File: src/rtl/core/prt_pkg.sv
// ----------------------------------------------------------------------------
// prt_pkg - shared definitions of the positional record table
// record layout, command and status codes, sequencer states and defaults
// ----------------------------------------------------------------------------
`default_nettype none

package prt_pkg;

  // default table depth
  localparam int TABLE_SLOTS_DEF = 64;

  // fixed field widths
  localparam int KIND_W   = 3;
  localparam int POS_W    = 7;
  localparam int CODE_W   = 64;
  localparam int NAME_W   = 64;
  localparam int PRICE_W  = 32;
  localparam int STOCK_W  = 32;
  localparam int STATUS_W = 2;

  typedef enum logic [KIND_W-1:0] {
    KIND_CLEAR      = 3'd0,
    KIND_APPEND     = 3'd1,
    KIND_INSERT     = 3'd2,
    KIND_DELETE     = 3'd3,
    KIND_FIND_NAME  = 3'd4,
    KIND_FIND_PRICE = 3'd5,
    KIND_FIND_STOCK = 3'd6
  } kind_t;

  typedef enum logic [STATUS_W-1:0] {
    ST_OK       = 2'd0,
    ST_BADPOS   = 2'd1,
    ST_NOTFOUND = 2'd2,
    ST_FULL     = 2'd3
  } status_t;

  typedef struct packed {
    logic [CODE_W-1:0]         code;
    logic [NAME_W-1:0]         name;
    logic [PRICE_W-1:0]        price;
    logic signed [STOCK_W-1:0] stock;
  } rec_t;

  typedef enum logic [3:0] {
    S_IDLE,
    S_SH_RD,
    S_SH_WR,
    S_INS_PUT,
    S_DEL_CAP,
    S_DN_RD,
    S_DN_WR,
    S_DEL_END,
    S_SC_RD,
    S_SC_CHK,
    S_RESP
  } state_t;

endpackage

`default_nettype wire

File: src/rtl/core/prt_match.sv
// ----------------------------------------------------------------------------
// prt_match - search comparator
// compares the key field chosen by the search kind against one record
// ----------------------------------------------------------------------------
`default_nettype none

module prt_match (
  input  wire prt_pkg::kind_t kind,
  input  wire prt_pkg::rec_t  key,
  input  wire prt_pkg::rec_t  rec,
  output logic                hit
);

  always_comb begin
    case (kind)
      prt_pkg::KIND_FIND_NAME:  hit = (rec.name == key.name);
      prt_pkg::KIND_FIND_PRICE: hit = (rec.price == key.price);
      prt_pkg::KIND_FIND_STOCK: hit = (rec.stock == key.stock);
      default:                  hit = 1'b0;
    endcase
  end

endmodule

`default_nettype wire
File: config.mk
export PLATFORM = sky130hd
export DESIGN_NAME = prt_match
export DESIGN_NICKNAME = d
export VERILOG_FILES = /design/src/rtl/core/prt_pkg.sv /design/src/rtl/core/prt_match.sv
export SDC_FILE = /design/constraint.sdc
export NUM_CORES = 1
export LEC_CHECK = 0
export BUFFER_PORTS_ARGS = -buffer_cell sky130_fd_sc_hd__clkbuf_2
export CAP_MARGIN = 20
export CORE_AREA = 10 10 142 144
export DETAILED_ROUTE_END_ITERATION = 6
export DIE_AREA = 0 0 152 154
export GPL_ROUTABILITY_DRIVEN = 0
export PLACE_DENSITY = 0.46
export SETUP_SLACK_MARGIN = 0.1
export SLEW_MARGIN = 20
export SYNTH_ARGS = -nofsm -noshare
export SYNTH_HDL_FRONTEND = slang
export SYNTH_SLANG_ARGS = --single-unit
File: constraint.sdc
create_clock -name vclk -period 2.4
set_input_delay 0.12 -clock vclk [all_inputs]
set_output_delay 0.12 -clock vclk [all_outputs]
set_load 0.02 [all_outputs]
==> results of run 1 <==
==> how the worst max path moves through the flow <==
stage	to	slack (ns)	cells past startpoint
4_1_cts	hit	0.49	7
6_report	hit	0.62	7
3_5_place_dp	hit	0.50	7
2_1_floorplan	hit	1.03	5
5_1_grt	hit	0.42	7
3_3_place_gp	hit	0.49	7
==> metrics by stage <==
| step | hold WS, ns | util (%) | setup slack, ns | total power [W] | area [sq um] |
|---|---|---|---|---|---|
| 2_1_floorplan | 0.569 | - | 1.03 | 0.000201 | 1430 |
| 6_report | 0.819 | 17.6 | 0.618 | 0.000463 | 3020 |
| 4_1_cts | 0.826 | 17.6 | 0.490 | 0.000473 | 3020 |
| 5_1_grt | 0.878 | 17.6 | 0.422 | 0.000513 | 3020 |
| 3_3_place_gp | 0.820 | 17.6 | 0.488 | 0.000467 | 3020 |
| 3_5_place_dp | 0.826 | 17.6 | 0.499 | 0.000470 | 3020 |
==> layer usage <==
layer	global-route usage [%]	wire, microns	vias up
li1	-	-	1141
met1	7.76	3530	899
met2	12.4	4260	162
met3	4.99	1520	6
met4	0.138	17	4
met5	0	30	-
==> cell type report <==
type | count | area [sq um]
fillers | 1965 | 14200
well taps | 225 | 282
multi-input cells | 176 | 1430
repair buffers | 260 | 1300
diodes | 3 | 7.51
==> cell usage after synthesis (all sizes together) <==
master    n  area [sq um]
xor2     15           131
xnor2   113           990
nor4      9          62.6
nand4    27           169
nor3      3          15.0
nand4b    2          17.5
or4b      1          10.0
o211ai    1          12.5
nand3     5          25.0
==> logic make-up (layout without fill, tap and decap cells) <==
logic type / Yosys count / in the layout / synth area share, %
AO/OA/AOI/OAI: 1 / 1 / 0.873
other: 0 / 3 / 0
AND/OR/NAND/NOR: 47 / 47 / 20.9
XOR/XNOR: 128 / 128 / 78.3
buffers and inverters: 0 / 260 / 0
==> where the power goes <==
part | internal (W) | switching (W) | total [W]
clock network | 0.000000000167 | 0 | 0.000000000167
logic | 0.000295 | 0.000168 | 0.000463
registers | 0 | 0 | 0
total | 0.000295 | 0.000168 | 0.000463
==> worst max-delay path, delay by kind of cell <==
family                    cells  cell delay (ns)
AOI/OAI and AO/OA             1             0.19
xor gates and xnor gates      1             0.14
buffers and inverters         2             0.28
and+or+nand+nor               3             0.92
==> results.json, run 1 <==
{
  "status": "finished, final reports clean",
  "period_minus_slack_ns": 1.78,
  "post-route-drc-count": 0,
  "hp-class": "in2out",
  "flops_and_latches": 0,
  "worst_pin_slew_ns": 0.483,
  "power_density_mw_per_mm2": 153,
  "grt_pass1_wl_mm": 13.7,
  "synth_area_sq_mm": 0.00143,
  "cts-resized-gates": 0,
  "cp.required_ns": 2.28,
  "hpwlAfterDp_mm": 9.36,
  "hold_start": "rec[45]",
  "cpPeakStageDelay_ns": 0.55,
  "slew_headroom_pct": 67.5,
  "coreArea_sq_mm": 0.0172,
  "grt_overflow_total": 0,
  "grt_setup_unrepaired": "false",
  "postCtsSetupBuffers": 0,
  "path_common_cell": "clkbuf_2",
  "ys_seq_area_share_pct": 0,
  "layout.nets": 825,
  "final_cell_mix": "260 x clkbuf_2, 113 x xnor2_1, 27 x nand4_1, 15 x xor2_1, 8 x nor4_1",
  "setup.worst_path.start": "key[96]",
  "cap_violations": 0,
  "cp.arrival_ns": 1.66,
  "antenna_found_initial": 4,
  "io_pins": 388,
  "fin_cells": 664,
  "peakVddDrop_v": 0.0000386,
  "final-hold-violation-count": 0,
  "syn_avg_cell_area_sq_um": 8.14,
  "start_kind": "input pin",
  "fin_setup_tns_ns": 0,
  "fin_crit_sh_pct": 74.2,
  "worst-path-max-fanout": 1,
  "rows": 48,
  "ys_types": 10,
  "nClkBuffers": 0,
  "critical_path_class": "in2out",
  "die_area_sq_mm": 0.0234,
  "port_buffers": 260,
  "route.vias.total": 2212,
  "dieHeight_microns": 154,
  "vias_per_cell": 3.33,
  "grt_pass1_vias": 2515,
  "power_leakage_nw": 1.41,
  "final-setup-viol-count": 0,
  "final_common_cell": "clkbuf_2",
  "wl_mm": 9.36,
  "syn_to_final_growth_pct": 111,
  "drive_above_1_share_pct": 60.1,
  "synthCells": 176,
  "endpoint_kind": "output port",
  "drtPass1Iterations": 3,
  "die_x_microns": 152,
  "grt_max_degree": 4,
  "syn-num-nets": 563,
  "min_to": "hit",
  "drv_slew": 0,
  "drt_iter0_markers": 43,
  "worstPathCellList": "clkbuf_2 > xor2_1 > or4b_1 > nor4_2 > nand3_1 > o211ai_2 > clkbuf_2",
  "postRouteAntennaNets": 0,
  "track_usage_pct": 7.30,
  "post_drt_wl_per_cell_microns": 14.1,
  "dp.cells": 661,
  "slowest_stage": "or4b_1",
  "yosys_warnings": 0,
  "start_util_pct": 8.34,
  "fmax_mhz": 561,
  "min_path_cells": 6,
  "holdBufCountCts": 0,
  "regArea_sq_um": 0
}
(Power assumes the default switching activity.)
==> inputs of run 2 (changes only) <==
- CORE_AREA: 10 10 142 144 -> 10 10 143 145
- DIE_AREA: 0 0 152 154 -> 0 0 153 155
- clock period: 2.4 -> 1.5 ns (I/O delays scaled with it)
==> run 2 against run 1 <==
Against the previous run: the run now ends with setup timing left; highest routed layer unchanged; clock-buffer cell count unchanged; total power up 65%; sequential share of layout area unchanged; wire length up 1.7%; cell area up 3.4%; worst setup slack worse by 0.64 ns; hold slack worse by 0.081 ns; combinational power up 65%; core utilization up 0.11 points; flip-flop and latch count unchanged; final cell count up 1.7%.
==> results.json, run 2 (synthesis results as in run 1) <==
{
  "post_drt_wl_per_cell_microns": 14.1,
  "fillCellCount": 2041,
  "worst_pin_slew_ns": 0.285,
  "dp.cells": 672,
  "final_util_pct": 17.7,
  "track_usage_pct": 7.35,
  "status": "finished, violations left",
  "endpoint_kind": "output port",
  "hold_start": "rec[11]",
  "drive_above_1_share_pct": 61.9,
  "die_x_microns": 153,
  "port_buffers": 260,
  "peakVddDrop_v": 0.0000640,
  "place_area_sq_mm": 0.00307,
  "power_density_mw_per_mm2": 244,
  "fin_crit_sh_pct": 102,
  "fmax_mhz": 657,
  "grt_pass1_vias": 2704,
  "drt_iter0_markers": 17,
  "hold_slack_ns": 0.738,
  "rows": 49,
  "drtPass1Iterations": 4,
  "failed_checks": "setup timing",
  "final_cell_area_sq_mm": 0.00313,
  "start_util_pct": 8.11,
  "grt_pass1_wl_mm": 14.1,
  "regArea_sq_um": 0,
  "hp-class": "in2out",
  "final_common_cell": "clkbuf_2",
  "dieHeight_microns": 155,
  "coreArea_sq_mm": 0.0177,
  "multi_input_area_sq_mm": 0.00146,
  "antenna_found_initial": 5,
  "final-hold-violation-count": 0,
  "cp.required_ns": 1.42,
  "period_minus_slack_ns": 1.52,
  "flops_and_latches": 0,
  "route.vias.total": 2220,
  "worst-path-max-fanout": 1,
  "setup_slack_ns": -0.0232,
  "cpPeakStageDelay_ns": 0.50,
  "slowest_stage": "or4b_4",
  "postCtsSetupBuffers": 0,
  "syn_to_final_growth_pct": 118,
  "critical_path_class": "in2out",
  "final-setup-viol-count": 1,
  "start_kind": "input pin",
  "vias_per_cell": 3.29,
  "postRouteAntennaNets": 0,
  "slew_headroom_pct": 80.8,
  "cp.arrival_ns": 1.45,
  "holdBufCountCts": 0,
  "post-place-ws_ns": -0.160,
  "cap_violations": 0,
  "post-route-drc-count": 0,
  "final_cell_mix": "258 x clkbuf_2, 111 x xnor2_1, 27 x nand4_1, 15 x xor2_1, 7 x buf_4",
  "die_area_sq_mm": 0.0237,
  "worstPathCellList": "buf_6 > xor2_1 > or4b_4 > nor4_2 > nand3_1 > o211ai_2 > clkbuf_8",
  "grt_setup_unrepaired": "true",
  "hpwlAfterDp_mm": 9.49,
  "fin_cells": 675,
  "nClkBuffers": 0,
  "layout.nets": 832,
  "grt_overflow_total": 0,
  "drv_slew": 0,
  "setup.worst_path.start": "key[96]",
  "wl_mm": 9.52,
  "io_pins": 388,
  "power_leakage_nw": 1.46,
  "grt_max_degree": 3
}
## run 2: cell types whose count changed in the layout (fill, tap and decap cells not counted), moves of 2 or more
cell | previous run | this run
nor4_2 | 1 | 3
clkbuf_2 | 260 | 258
xnor2_1 | 113 | 111
nor4_1 | 8 | 6
xnor2_2 | 0 | 2
buf_4 | 0 | 7
## run 2: final cells by class
cell class,instances,share of cell area [%]
diodes,3,0.240
multi-input cells,176,46.8
repair buffers,267,43.8
well taps,229,9.16
## run 2: critical path, delay by kind of cell
kind,cells,cell delay (ns)
AO/OA/AOI/OAI,1,0.17
XOR/XNOR,1,0.14
buffers and inverters,2,0.26
AND/OR/NAND/NOR,3,0.79
## run 2: per-stage QoR
step,power (W),TNS (ns)
6_report,0.000764,-0.0232
3_5_place_dp,0.000769,-0.160
3_3_place_gp,0.000763,-0.135
5_1_grt,0.000849,-0.102
2_1_floorplan,0.000321,0
4_1_cts,0.000776,-0.0683
## run 2: metal layers
| metal | GRT usage (%) | routed length (microns) |
|---|---|---|
| met3 | 4.55 | 1450 |
| met1 | 7.51 | 3500 |
| met2 | 13.3 | 4530 |
| met5 | 0 | 34 |
| met4 | 0 | 6 |
## run 2: repair_timing
action	4_1_cts	5_1_grt
resized for setup	4	4
pin swaps	2	1
setup endpoints to repair	1	1
## run 2: worst paths after layout
kind | slack [ns] | end | cells past startpoint
worst max-delay path | -0.02 | hit | 7
worst min-delay path | 0.74 | hit | 7
## run 2: where the power goes
group	switching [W]	internal (W)	leakage (nW)
registers	0	0	0
logic	0.000282	0.000483	1.46
clock network	0	0.000000000268	0.0000190
